File: src/rtl/hcb_pkg.sv
// ----------------------------------------------------------------------------
// hcb_pkg - shared types and constants
// Widths, key reset values, register indexes and the mod 26 reduction
// constants for the 4x4 Hill cipher block.
// ----------------------------------------------------------------------------
package hcb_pkg;

   localparam int BLOCK_SIZE = 4;                // letters per block, 2..4
   localparam int LETTER_W   = 5;
   localparam int ROW_W      = 20;               // four 5-bit entries
   localparam int MAT_ROWS   = 4;
   localparam int CSR_IDX_W  = 3;
   localparam int POS_W      = (BLOCK_SIZE > 2) ? $clog2(BLOCK_SIZE) : 1;

   localparam int MODULUS    = 26;
   localparam logic [LETTER_W-1:0] PAD_LETTER = LETTER_W'(25);  // 'Z'

   // worst case column sum: every letter and entry at 31
   localparam int ACC_MAX     = BLOCK_SIZE * 31 * 31;
   localparam int ACC_W       = $clog2(ACC_MAX + 1);
   // quotient by reciprocal, exact for every sum below 2**ACC_W
   localparam int RECIP_SHIFT = 16;
   localparam int RECIP       = (1 << RECIP_SHIFT) / MODULUS + 1;
   localparam int RECIP_W     = $clog2(RECIP + 1);
   localparam int PROD_W      = ACC_W + RECIP_W;
   localparam int Q_W         = $clog2(((1 << ACC_W) - 1) / MODULUS + 1);

   typedef logic [LETTER_W-1:0]              letter_type;
   typedef logic [POS_W-1:0]                 pos_type;
   typedef letter_type [BLOCK_SIZE-1:0]      vec_type;
   typedef logic [ROW_W-1:0]                 row_type;
   typedef row_type [MAT_ROWS-1:0]           matrix_type;
   typedef logic [ACC_W-1:0]                 acc_type;
   typedef logic [Q_W-1:0]                   quot_type;

   typedef enum logic [CSR_IDX_W-1:0] {
      CSR_KEY_ROW_0 = 3'd0,
      CSR_KEY_ROW_1 = 3'd1,
      CSR_KEY_ROW_2 = 3'd2,
      CSR_KEY_ROW_3 = 3'd3,
      CSR_INV_ROW_0 = 3'd4,
      CSR_INV_ROW_1 = 3'd5,
      CSR_INV_ROW_2 = 3'd6,
      CSR_INV_ROW_3 = 3'd7
   } csr_idx_type;

   // 9,7,11,13 / 4,7,5,6 / 2,21,14,9 / 3,23,21,8
   localparam matrix_type KEY_RESET = '{
      20'd284387, 20'd309922, 20'd201956, 20'd437481
   };

   typedef struct packed {
      logic block_last;
      logic message_last;
   } tag_type;

   // one column of a block, handed from the gatherer to the MAC pipeline
   typedef struct packed {
      vec_type vec;
      pos_type col;
      logic    decrypt;
      tag_type tag;
   } col_item_type;

endpackage

File: src/rtl/hcb_if.sv
// ----------------------------------------------------------------------------
// hcb_req_if / hcb_rsp_if - request and response channels
// Valid/ready channels carrying input letters and cipher output letters.
// ----------------------------------------------------------------------------
interface hcb_req_if;
   logic                          valid;
   logic                          ready;
   logic [hcb_pkg::LETTER_W-1:0]  letter;
   logic                          message_end;
   logic                          decrypt;

   modport source (output valid, output letter, output message_end,
                   output decrypt, input ready);
   modport sink   (input valid, input letter, input message_end,
                   input decrypt, output ready);
endinterface

interface hcb_rsp_if;
   logic                          valid;
   logic                          ready;
   logic [hcb_pkg::LETTER_W-1:0]  out_letter;
   logic                          block_last;
   logic                          message_last;

   modport source (output valid, output out_letter, output block_last,
                   output message_last, input ready);
   modport sink   (input valid, input out_letter, input block_last,
                   input message_last, output ready);
endinterface

File: src/rtl/hcb_gather.sv
// ----------------------------------------------------------------------------
// hcb_gather - letter gathering and column sequencing
// Collects letters into a block, pads on message end, then issues the
// block once per output column.
// ----------------------------------------------------------------------------
module hcb_gather (
   input  logic                  clock,
   input  logic                  reset,
   hcb_req_if.sink               req,
   output logic                  col_valid,
   input  logic                  col_ready,
   output hcb_pkg::col_item_type col_item
);
   import hcb_pkg::*;

   localparam pos_type LAST_POS = POS_W'(BLOCK_SIZE - 1);

   letter_type [BLOCK_SIZE-1:0] buf_ff;
   pos_type                     fill_ff;
   pos_type                     fill_in;
   logic                        blk_valid_ff, blk_valid_in;
   vec_type                     vec_ff, vec_in;
   pos_type                     col_ff, col_in;
   logic                        dec_ff, dec_in;
   logic                        end_ff, end_in;
   logic                        complete;
   logic                        blk_free;
   logic                        accept;
   logic                        col_done;

   always_comb begin
      complete = (fill_ff == LAST_POS) || req.message_end;
      col_done = blk_valid_ff && col_ready && (col_ff == LAST_POS);
      blk_free = !blk_valid_ff || col_done;
      // a letter that closes a block needs the block register
      req.ready = complete ? blk_free : 1'b1;
      accept    = req.valid && req.ready;

      for (int k = 0; k < BLOCK_SIZE; k++) begin
         if (POS_W'(k) < fill_ff)
            vec_in[k] = buf_ff[k];
         else if (POS_W'(k) == fill_ff)
            vec_in[k] = req.letter;
         else
            vec_in[k] = PAD_LETTER;
      end

      fill_in      = fill_ff;
      blk_valid_in = blk_valid_ff;
      col_in       = col_ff;
      dec_in       = dec_ff;
      end_in       = end_ff;

      if (blk_valid_ff && col_ready) begin
         if (col_ff == LAST_POS)
            blk_valid_in = 1'b0;
         else
            col_in = col_ff + POS_W'(1);
      end

      if (accept) begin
         if (complete) begin
            fill_in      = '0;
            blk_valid_in = 1'b1;
            col_in       = '0;
            dec_in       = req.decrypt;
            end_in       = req.message_end;
         end else begin
            fill_in = fill_ff + POS_W'(1);
         end
      end
   end

   always_ff @(posedge clock) begin
      if (reset) begin
         fill_ff      <= '0;
         blk_valid_ff <= 1'b0;
         col_ff       <= '0;
      end else begin
         fill_ff      <= fill_in;
         blk_valid_ff <= blk_valid_in;
         col_ff       <= col_in;
      end
      dec_ff <= dec_in;
      end_ff <= end_in;
      if (accept && !complete)
         buf_ff[fill_ff] <= req.letter;
      if (accept && complete)
         vec_ff <= vec_in;
   end

   always_comb begin
      col_valid                 = blk_valid_ff;
      col_item.vec              = vec_ff;
      col_item.col              = col_ff;
      col_item.decrypt          = dec_ff;
      col_item.tag.block_last   = (col_ff == LAST_POS);
      col_item.tag.message_last = end_ff && (col_ff == LAST_POS);
   end

endmodule

File: src/rtl/hcb_mac.sv
// ----------------------------------------------------------------------------
// hcb_mac - column multiply-accumulate and mod 26 reduction
// Dot product of the block with one matrix column, quotient by reciprocal,
// then residue into the response register.
// ----------------------------------------------------------------------------
module hcb_mac (
   input  logic                  clock,
   input  logic                  reset,
   input  hcb_pkg::matrix_type   key_rows,
   input  hcb_pkg::matrix_type   inv_rows,
   input  logic                  col_valid,
   output logic                  col_ready,
   input  hcb_pkg::col_item_type col_item,
   hcb_rsp_if.source             rsp
);
   import hcb_pkg::*;

   logic                        a_valid_ff, b_valid_ff, c_valid_ff;
   logic                        adv_a, adv_b, adv_c;
   acc_type                     a_acc_ff, a_acc_in;
   tag_type                     a_tag_ff;
   acc_type                     b_acc_ff;
   quot_type                    b_q_ff, b_q_in;
   tag_type                     b_tag_ff;
   letter_type                  c_letter_ff, c_letter_in;
   tag_type                     c_tag_ff;
   matrix_type                  rows;
   logic [PROD_W-1:0]           recip_prod;
   acc_type                     residue;

   always_comb begin
      adv_c     = !c_valid_ff || rsp.ready;
      adv_b     = !b_valid_ff || adv_c;
      adv_a     = !a_valid_ff || adv_b;
      col_ready = adv_a;

      rows     = col_item.decrypt ? inv_rows : key_rows;
      a_acc_in = '0;
      for (int k = 0; k < BLOCK_SIZE; k++)
         a_acc_in = a_acc_in + ACC_W'(col_item.vec[k])
                    * ACC_W'(rows[k][col_item.col * LETTER_W +: LETTER_W]);

      recip_prod = PROD_W'(a_acc_ff) * PROD_W'(RECIP);
      b_q_in     = recip_prod[RECIP_SHIFT +: Q_W];

      residue     = b_acc_ff - ACC_W'(b_q_ff * MODULUS);
      c_letter_in = residue[LETTER_W-1:0];
   end

   always_ff @(posedge clock) begin
      if (reset) begin
         a_valid_ff <= 1'b0;
         b_valid_ff <= 1'b0;
         c_valid_ff <= 1'b0;
      end else begin
         if (adv_a) a_valid_ff <= col_valid;
         if (adv_b) b_valid_ff <= a_valid_ff;
         if (adv_c) c_valid_ff <= b_valid_ff;
      end
      if (adv_a) begin
         a_acc_ff <= a_acc_in;
         a_tag_ff <= col_item.tag;
      end
      if (adv_b) begin
         b_acc_ff <= a_acc_ff;
         b_q_ff   <= b_q_in;
         b_tag_ff <= a_tag_ff;
      end
      if (adv_c) begin
         c_letter_ff <= c_letter_in;
         c_tag_ff    <= b_tag_ff;
      end
   end

   always_comb begin
      rsp.valid        = c_valid_ff;
      rsp.out_letter   = c_letter_ff;
      rsp.block_last   = c_tag_ff.block_last;
      rsp.message_last = c_tag_ff.message_last;
   end

endmodule

File: src/rtl/hill_cipher_block_mod26_top.sv
// ----------------------------------------------------------------------------
// hill_cipher_block_mod26_top - 4x4 Hill cipher, modulo 26
// Gathers letters into blocks, pads with 'Z' on message end and multiplies each
// block by key or loaded inverse matrix, one letter per cycle while rsp ready.
// ----------------------------------------------------------------------------
//
//  channel  direction  handshake         payload
//  req      in         valid / ready     letter, message_end, decrypt
//  rsp      out        valid / ready     out_letter, block_last, message_last
//  csr      in         csr_we (no wait)  csr_index, csr_wdata
//
// One request per cycle is accepted, unless a closing request waits for the
// block register; a full block gives four responses, so with rsp ready full
// blocks stream at one letter per cycle. The column sequencer is the limit:
// a short block closed by message_end still gives four responses. A closing
// request travels through the block register and three pipeline stages
// before the first response of its block leaves. Reset is synchronous: it
// clears the fill count and the block and pipeline valids, loads the default
// key and zeroes the inverse rows.
// A stalled rsp backs up through the pipeline; only the request that closes a
// block waits for the block register, other requests are always taken.
//
module hill_cipher_block_mod26_top (
   input  logic                          clock,
   input  logic                          reset,
   hcb_req_if.sink                       req,
   hcb_rsp_if.source                     rsp,
   input  logic                          csr_we,
   input  logic [hcb_pkg::CSR_IDX_W-1:0] csr_index,
   input  logic [hcb_pkg::ROW_W-1:0]     csr_wdata
);
   import hcb_pkg::*;

   matrix_type   key_ff;
   matrix_type   inv_ff;
   logic         col_valid;
   logic         col_ready;
   col_item_type col_item;

   // register file: rows packed as four 5-bit entries, entry j at bit 5j
   always_ff @(posedge clock) begin
      if (reset) begin
         key_ff <= KEY_RESET;
         inv_ff <= '0;
      end else if (csr_we) begin
         unique case (csr_idx_type'(csr_index))
            CSR_KEY_ROW_0: key_ff[0] <= csr_wdata;
            CSR_KEY_ROW_1: key_ff[1] <= csr_wdata;
            CSR_KEY_ROW_2: key_ff[2] <= csr_wdata;
            CSR_KEY_ROW_3: key_ff[3] <= csr_wdata;
            CSR_INV_ROW_0: inv_ff[0] <= csr_wdata;
            CSR_INV_ROW_1: inv_ff[1] <= csr_wdata;
            CSR_INV_ROW_2: inv_ff[2] <= csr_wdata;
            CSR_INV_ROW_3: inv_ff[3] <= csr_wdata;
            default: ;
         endcase
      end
   end

   // block gathering and column issue
   hcb_gather u_gather (
      .clock     (clock),
      .reset     (reset),
      .req       (req),
      .col_valid (col_valid),
      .col_ready (col_ready),
      .col_item  (col_item)
   );

   // dot product, reciprocal quotient, residue into response register
   hcb_mac u_mac (
      .clock     (clock),
      .reset     (reset),
      .key_rows  (key_ff),
      .inv_rows  (inv_ff),
      .col_valid (col_valid),
      .col_ready (col_ready),
      .col_item  (col_item),
      .rsp       (rsp)
   );

endmodule

File: src/flat_wrapper.sv
// flat-port wrapper written by rule: the top's interface ports become plain ports
module hill_cipher_block_mod26_top_flat import hcb_pkg::*;
  (clock, reset, csr_we, csr_index, csr_wdata, req_valid, req_letter, req_message_end, req_decrypt, req_ready, rsp_valid, rsp_out_letter, rsp_block_last, rsp_message_last, rsp_ready);
  hcb_req_if req_i ();
  hcb_rsp_if rsp_i ();
  input  logic clock;
  input  logic reset;
  input  logic csr_we;
  input  logic [hcb_pkg::CSR_IDX_W-1:0] csr_index;
  input  logic [hcb_pkg::ROW_W-1:0] csr_wdata;
  input wire logic [$bits(req_i.valid)-1:0] req_valid;
  input wire logic [$bits(req_i.letter)-1:0] req_letter;
  input wire logic [$bits(req_i.message_end)-1:0] req_message_end;
  input wire logic [$bits(req_i.decrypt)-1:0] req_decrypt;
  output wire logic [$bits(req_i.ready)-1:0] req_ready;
  output wire logic [$bits(rsp_i.valid)-1:0] rsp_valid;
  output wire logic [$bits(rsp_i.out_letter)-1:0] rsp_out_letter;
  output wire logic [$bits(rsp_i.block_last)-1:0] rsp_block_last;
  output wire logic [$bits(rsp_i.message_last)-1:0] rsp_message_last;
  input wire logic [$bits(rsp_i.ready)-1:0] rsp_ready;
  assign req_i.valid = req_valid;
  assign req_i.letter = req_letter;
  assign req_i.message_end = req_message_end;
  assign req_i.decrypt = req_decrypt;
  assign req_ready = req_i.ready;
  assign rsp_valid = rsp_i.valid;
  assign rsp_out_letter = rsp_i.out_letter;
  assign rsp_block_last = rsp_i.block_last;
  assign rsp_message_last = rsp_i.message_last;
  assign rsp_i.ready = rsp_ready;
  hill_cipher_block_mod26_top u_core (.clock(clock), .reset(reset), .req(req_i), .rsp(rsp_i), .csr_we(csr_we), .csr_index(csr_index), .csr_wdata(csr_wdata));
endmodule
File: config.mk
export PLATFORM = sky130hd
export DESIGN_NAME = hill_cipher_block_mod26_top_flat
export DESIGN_NICKNAME = d
export VERILOG_FILES = /design/src/rtl/hcb_pkg.sv /design/src/rtl/hcb_if.sv /design/src/rtl/hcb_gather.sv /design/src/rtl/hcb_mac.sv /design/src/rtl/hill_cipher_block_mod26_top.sv /design/src/flat_wrapper.sv
export SDC_FILE = /design/constraint.sdc
export NUM_CORES = 1
export LEC_CHECK = 0
export BUFFER_PORTS_ARGS = -buffer_cell sky130_fd_sc_hd__buf_2
export CORE_MARGIN = 5
export CORE_UTILIZATION = 30
export CTS_CLUSTER_DIAMETER = 120
export DETAILED_ROUTE_END_ITERATION = 10
export SLEW_MARGIN = 5
export SYNTH_ARGS = -nofsm -noshare
export SYNTH_HDL_FRONTEND = slang
export SYNTH_SLANG_ARGS = --single-unit
File: constraint.sdc
create_clock -name clock -period 7.95 [get_ports clock]
set_clock_uncertainty 0.2 [all_clocks]
set_input_delay 1.59 -clock clock [delete_from_list [all_inputs] [get_ports clock]]
set_output_delay 1.59 -clock clock [all_outputs]
set_load 0.005 [all_outputs]
# Word-level counts from Yosys, hierarchy flattened
# Cells that the tools add are included.
# totals
ff_bits,246
inputBits,35
out_inout_bits,9
wordCells,119
# classes
n_lt_le_gt_ge,6
multipliers,7
n_reduce_logical,28
n_eq_ne,12
n_addsub,6
shift,4
n_mux,22
# op_table
cell,n
two-way mux 80 bit,1
variable part select 20 x 6 -> 5 bit,4
two-way mux 5 bit,9
multiplier 5 x 5 -> 10 bit,4
multiplier 12 x 12 -> 24 bit (second input constant),1
bitwise mux 20 bit,1
AND reduction 2 bit,9
adder 11 x 10 -> 12 bit,1
adder 12 x 10 -> 12 bit,1
equality test 3 bit (second input constant),4
adder 10 x 10 -> 11 bit,1
demux 5 bit (select 2 bit),1
two-way mux 2 bit,5
multiplier 8 x 4 -> 4 bit (second input constant),1
logical AND 1 bit,7
equality test 3 x 2 -> 1 bit (second input constant),2
logical NOT 1 bit,5
logical OR 1 bit,5
multiplier 2 x 3 -> 5 bit (second input constant),1
two-way mux 1 bit,5
subtractor 5 bit,1
adder 2 x 1 -> 2 bit (second input constant),2
equality test 2 bit (first input constant),2
equality test 2 bit (second input constant),2
8 further kinds,10

# Longest topological paths before layout
# depth
ltp_word,10
mapped_depth,24
depth_no_buf,22

# Cells and area by module
# From an unflattened synthesis, not the netlist that was laid out.
# hier_totals
cells_unflattened,1399
hier_area_um2,16031.6
# modules_own_cells
mod,seq_area_each_um2,area_per_inst_um2,instances,cells_each
hcb_mac,1021.0,8107.8,1,718
hill_cipher_block_mod26_top,3203.1,6243.5,1,573
hcb_gather,1211.2,1680.4,1,108

# Worst setup path after synthesis
# No wires, ideal clock.
# synth_path
kind,flip-flop to flip-flop
startpoint,register u_core.u_gather.dec_ff
endpoint,register u_core.u_mac.a_acc_ff[11] (data pin)
path_buffers,2
arrival_time_ns,6.332
setup_ns,0.167
setup_slack_ns,1.251
path_stages_with_launch,22
t_required_ns,7.583
path_cell_list,edfxtp_1 buf_2 buf_2 mux4_2 mux2i_2 nand2b_1 fa_1 fa_1 inv_1 fa_1 fa_1 fa_1 fa_1 inv_1 fa_1 inv_1 ha_1 o21ai_0 o21ai_0 a21oi_1 nor2_1 a211oi_1
# synth_via
elab_chain_cells,6
word_cells_on_any_way,12
cone_classes,add/sub (3); mul (4); shift (4); mux (1)
# synth_lines
element,line_no,rtl
start: declaration,hcb_gather.sv:24,"logic dec_ff, dec_in;"
start signal: assignment,hcb_gather.sv:84,dec_ff <= dec_in;
two-way mux 80 bit *,hcb_mac.sv:37,rows = col_item.decrypt ? inv_rows : key_rows;
variable part select 20 x 6 -> 5 bit,hcb_mac.sv:41,* ACC_W'(rows[k][col_item.col * LETTER_W +: LETTER_W]);
multiplier 5 x 5 -> 10 bit,hcb_mac.sv:41,
adder 10 x 10 -> 11 bit,hcb_mac.sv:40,a_acc_in = a_acc_in + ACC_W'(col_item.vec[k])
adder 11 x 10 -> 12 bit,hcb_mac.sv:40,
adder 12 x 10 -> 12 bit *,hcb_mac.sv:40,
named net u_core.u_mac.a_acc_in[11],hcb_mac.sv:20,"acc_type a_acc_ff, a_acc_in;"
end signal: assignment,hcb_mac.sv:61,a_acc_ff <= a_acc_in;
end: declaration,hcb_mac.sv:20,
# The timed path passes the listed nets; every way through them passes the cells marked *.
# A chain may end at the register's enable or synchronous reset.

# Worst setup path after layout
# layout_path
startpoint,register u_core.u_gather.col_ff[0]
endpoint,register u_core.u_mac.a_acc_ff[11] (data pin)
# layout_via
elab_chain_cells,6
word_cells_on_any_way,12
cone_classes,add/sub (3); mul (5); shift (4)
# layout_lines
element,line_no,rtl
start: declaration,hcb_gather.sv:23,"pos_type col_ff, col_in;"
start signal: assignment,hcb_gather.sv:82,col_ff <= col_in;
multiplier 2 x 3 -> 5 bit *,hcb_mac.sv:41,
variable part select 20 x 6 -> 5 bit,hcb_mac.sv:41,
multiplier 5 x 5 -> 10 bit,hcb_mac.sv:41,
adder 10 x 10 -> 11 bit,hcb_mac.sv:40,
adder 11 x 10 -> 12 bit,hcb_mac.sv:40,
adder 12 x 10 -> 12 bit *,hcb_mac.sv:40,
named net u_core.u_mac.a_acc_in[11],hcb_mac.sv:20,
# Marks and branches as above.

==> results_dict.tcl <==
set metrics [dict create \
    cpPeakStageDelay_ns 0.59 \
    synth_cells 1582 \
    outcome "complete, no violations" \
    synth_nets 1867 \
    wl_um 37700 \
    viasPerCell 4.72 \
    hold_path_class "register to register" \
    dp_hpwl_um 28500 \
    ctsHtreeMaxLevel 1 \
    synthFlopType "dfxtp_1" \
    r2r-end "u_core.u_mac.a_acc_ff[11]$_DFFE_PN_" \
    cts_resized 0 \
    fin_util_pct 33.6 \
    wl_per_cell_um 16.6 \
    synth_edf_count 69 \
    synth_xor_area_share_pct 1.40 \
    reg2reg_slack_ns 0.75 \
    synth_compound_area_share_pct 6.39 \
    post_cts_buffers 0 \
    pwr_density_cell_nw_per_um2 461 \
    setup_ws_ns 0.754 \
    drtIter0Drc 589 \
    hold_start "u_core.u_mac.b_tag_ff[1]$_DFFE_PP_" \
    grt_first_pass_wirelength_um 61100 \
    finalSetupTns_ns 0 \
    synth_top_family_by_area "adder cells" \
    tightest_slew_ns 1.19 \
    initial_core_util_pct 30.4 \
    cp.arrival_ns 7.38 \
    crit_path_cell_trace "buf_4 > mux4_1 > mux2i_1 > nor2b_1 > fa_1 > inv_1 > fa_1 > fa_1 > inv_1 > fa_1 > fa_1 > fa_1 > inv_1 > fa_1 > inv_1 > ha_1 > o21ai_0 > o21ai_0 > a21oi_1 > nor2_1 > a211oi_1" \
    core.rowCount 83 \
    synth_area_sq_um 15600 \
    r2r_cells 21 \
    clock-root-buffer "clkbuf_16" \
    crit_slowest_cell "mux4_1" \
    synth.distinct_cells 48 \
    globalRouteTotalUtil_pct 13.2 \
    dp_slack_ns 0.781 \
    vias 10800 \
    clockBufferDepth 3 \
    grt_max_degree 89 \
    syn2layout_area_growth_pct 10.6 \
    synth_area_per_cell_sq_um 9.87 \
    clkLatencyLatePin_ns 0.57 \
    die_area_sq_um 56700 \
    hold_buffers 0 \
    overflow 0 \
    yosys_warnings 0 \
    rsz0062_at_grt "false" \
    synth_fa_ha_area_share_pct 25.8 \
    fmax_mhz 139 \
    cpLargestDelayFamily "adder cells" \
    r2r_start "u_core.u_gather.col_ff[0]$_SDFF_PP0_" \
    core_area_sq_um 51400 \
    path_clk_slew_ns 0.06 \
    nets 1864 \
    crit_top_cell "fa_1" \
    period_minus_slack_ns 7.20 \
    peakVddDrop_mv 0.528 \
    leakage_nw 7.20 \
    io_pins 44 \
    ant_nets 0 \
    fp.dieW_um 238 \
    start_kind "register" \
    portBuffers 43 \
    async_flop_share_pct 0 \
    synth_seq_cells 237 \
    post-route-period-util_pct 90.5 \
    path_max_fanout 13 \
    worstHoldEndpoint "u_core.u_mac.rsp.block_last$_DFFE_PP_" \
    dr.pass1.iters 5 \
    cts_tree "yes" \
    cap_violations 0 \
    die_height_um 238 \
    muxShareOfSynthArea_pct 8.35 \
    drcViolationCount 0 \
    synthSimpleGateAreaFrac_pct 16.4 \
    setup_viol 0 \
    crit_type "register to register" \
    antenna_found_initial 1 \
    min_delay_path_depth 0 \
    yosysSeqAreaShare_pct 34.8 \
    cts.sinks 237 \
    maxSlewViolCount 0 \
    gp_congestion 0.902 \
    layout-drive-gt1-share_pct 8.51 \
    crit_buf_inv 5 \
    cts_buffers 26 \
    max-slew-margin-rel_pct 20.5 \
    startpoint "u_core.u_gather.col_ff[0]$_SDFF_PP0_" \
    worst_setup_path_end_kind "register" \
    required_ns 8.13 \
    hold_viol 0 \
    grt_pass1_vias 11300 \
]
==> cell type report <==
class | instances | area, sq um
inverter | 179 | 672
clock buffer | 42 | 771
tap | 680 | 851
timing repair buffer | 56 | 340
fill | 5267 | 34100
antenna | 1 | 2.50
clock inverter | 5 | 75.1
multi-input combinational | 1079 | 9120
sequential | 237 | 5440
==> registers in the layout, summed over array words and instances, names as in the netlist, 2 cells and up <==
signal and flops:
u_core.u_mac.a_tag_ff 2, u_core.u_gather.col_item 20, u_core.u_mac.b_tag_ff 2, u_core.key_ff 80, u_core.u_mac.rsp.out_letter 5, u_core.u_mac.b_q_ff 4, u_core.inv_ff 80, u_core.u_gather.fill_ff 2
u_core.u_gather.buf_ff 15, u_core.u_mac.a_acc_ff 12, u_core.u_gather.col_ff 2, u_core.u_mac.b_acc_ff 5
==> how the worst max path moves through the flow <==
stage	endpoint	depth (start not counted)
after global placement	u_core.u_mac.a_acc_ff[11]$_DFFE_PN_	20
final	u_core.u_mac.a_acc_ff[11]$_DFFE_PN_	21
after detailed placement	u_core.u_mac.a_acc_ff[11]$_DFFE_PN_	21
after floorplan	u_core.u_mac.a_acc_ff[11]$_DFFE_PN_	21
after global routing	u_core.u_mac.a_acc_ff[11]$_DFFE_PN_	21
after CTS	u_core.u_mac.a_acc_ff[11]$_DFFE_PN_	21
==> cells in the mapped netlist (all sizes together), types with 2 or more instances <==
cell type / count / area, sq um
clkbuf: 76 / 310
nor3: 6 / 30.0
and3: 6 / 37.5
buf: 11 / 91.3
dfxtp: 168 / 3360
xor2: 6 / 52.6
edfxtp: 69 / 2070
and2: 10 / 62.6
nand3b: 38 / 285
a22o: 4 / 35.0
nor2: 25 / 93.8
nand2: 356 / 1340
mux2i: 17 / 215
nand2b: 28 / 175
o21bai: 2 / 15.0
a32oi: 2 / 17.5
a21o: 3 / 22.5
a31oi: 2 / 12.5
nor2b: 68 / 425
a211oi: 4 / 30.0
o22a: 3 / 26.3
o211ai: 3 / 22.5
ha: 130 / 1630
o21ai: 13 / 65.1
mux2: 9 / 105
a21oi: 140 / 701
xnor2: 19 / 166
nand3: 12 / 60.1
inv: 179 / 672
mux4: 40 / 983
nand4: 4 / 25.0
fa: 120 / 2400
==> cells by family (layout without fill, tap and decap cells) <==
group | after synthesis | after routing
DFF | 237 | 237
adders and majority gates | 250 | 250
AOI/OAI and AO/OA | 182 | 182
other | 0 | 1
and+or+nand+nor | 556 | 556
muxes | 66 | 66
buffers and inverters | 266 | 282
xor gates and xnor gates | 25 | 25
==> routing by layer <==
layer	up-vias	track usage, %	part of all wire, %
met3	69	2.07	4.5
li1	5174	-	-
met2	207	22.6	48
met5	-	0	0
met1	5318	17.2	43
met4	0	4.30	3.6
==> cells in the final DEF (no fill, tap or decap), types with 24 or more instances in the layout <==
cell type,netlist,layout
dfxtp_1,168,167
nand3b_1,38,38
ha_1,130,130
edfxtp_1,69,69
nor2_1,25,24
inv_1,179,179
nor2b_1,68,68
a21oi_1,140,140
clkbuf_16,0,26
nand2b_1,28,28
nand2_1,356,356
buf_2,6,42
fa_1,120,120
==> through the flow <==
stage                     total power [W]  hold slack [ns]  cell area, sq um  cells
final                             0.00796            0.219             17300   2279
after global placement            0.00661            0.202             16400   2231
after detailed placement          0.00679            0.205             16400   2231
after global routing              0.00898            0.227             17300   2278
after CTS                         0.00804            0.219             17300   2278
after floorplan                   0.00557            0.200             15600   1582
==> power breakdown <==
group | switching (W) | total [W] | internal (W)
logic | 0.00295 | 0.00517 | 0.00223
registers | 0.000117 | 0.00159 | 0.00148
clock network | 0.000494 | 0.00119 | 0.000695
total | 0.00356 | 0.00796 | 0.00440
No activity file was read; power rests on OpenSTA's default activity.
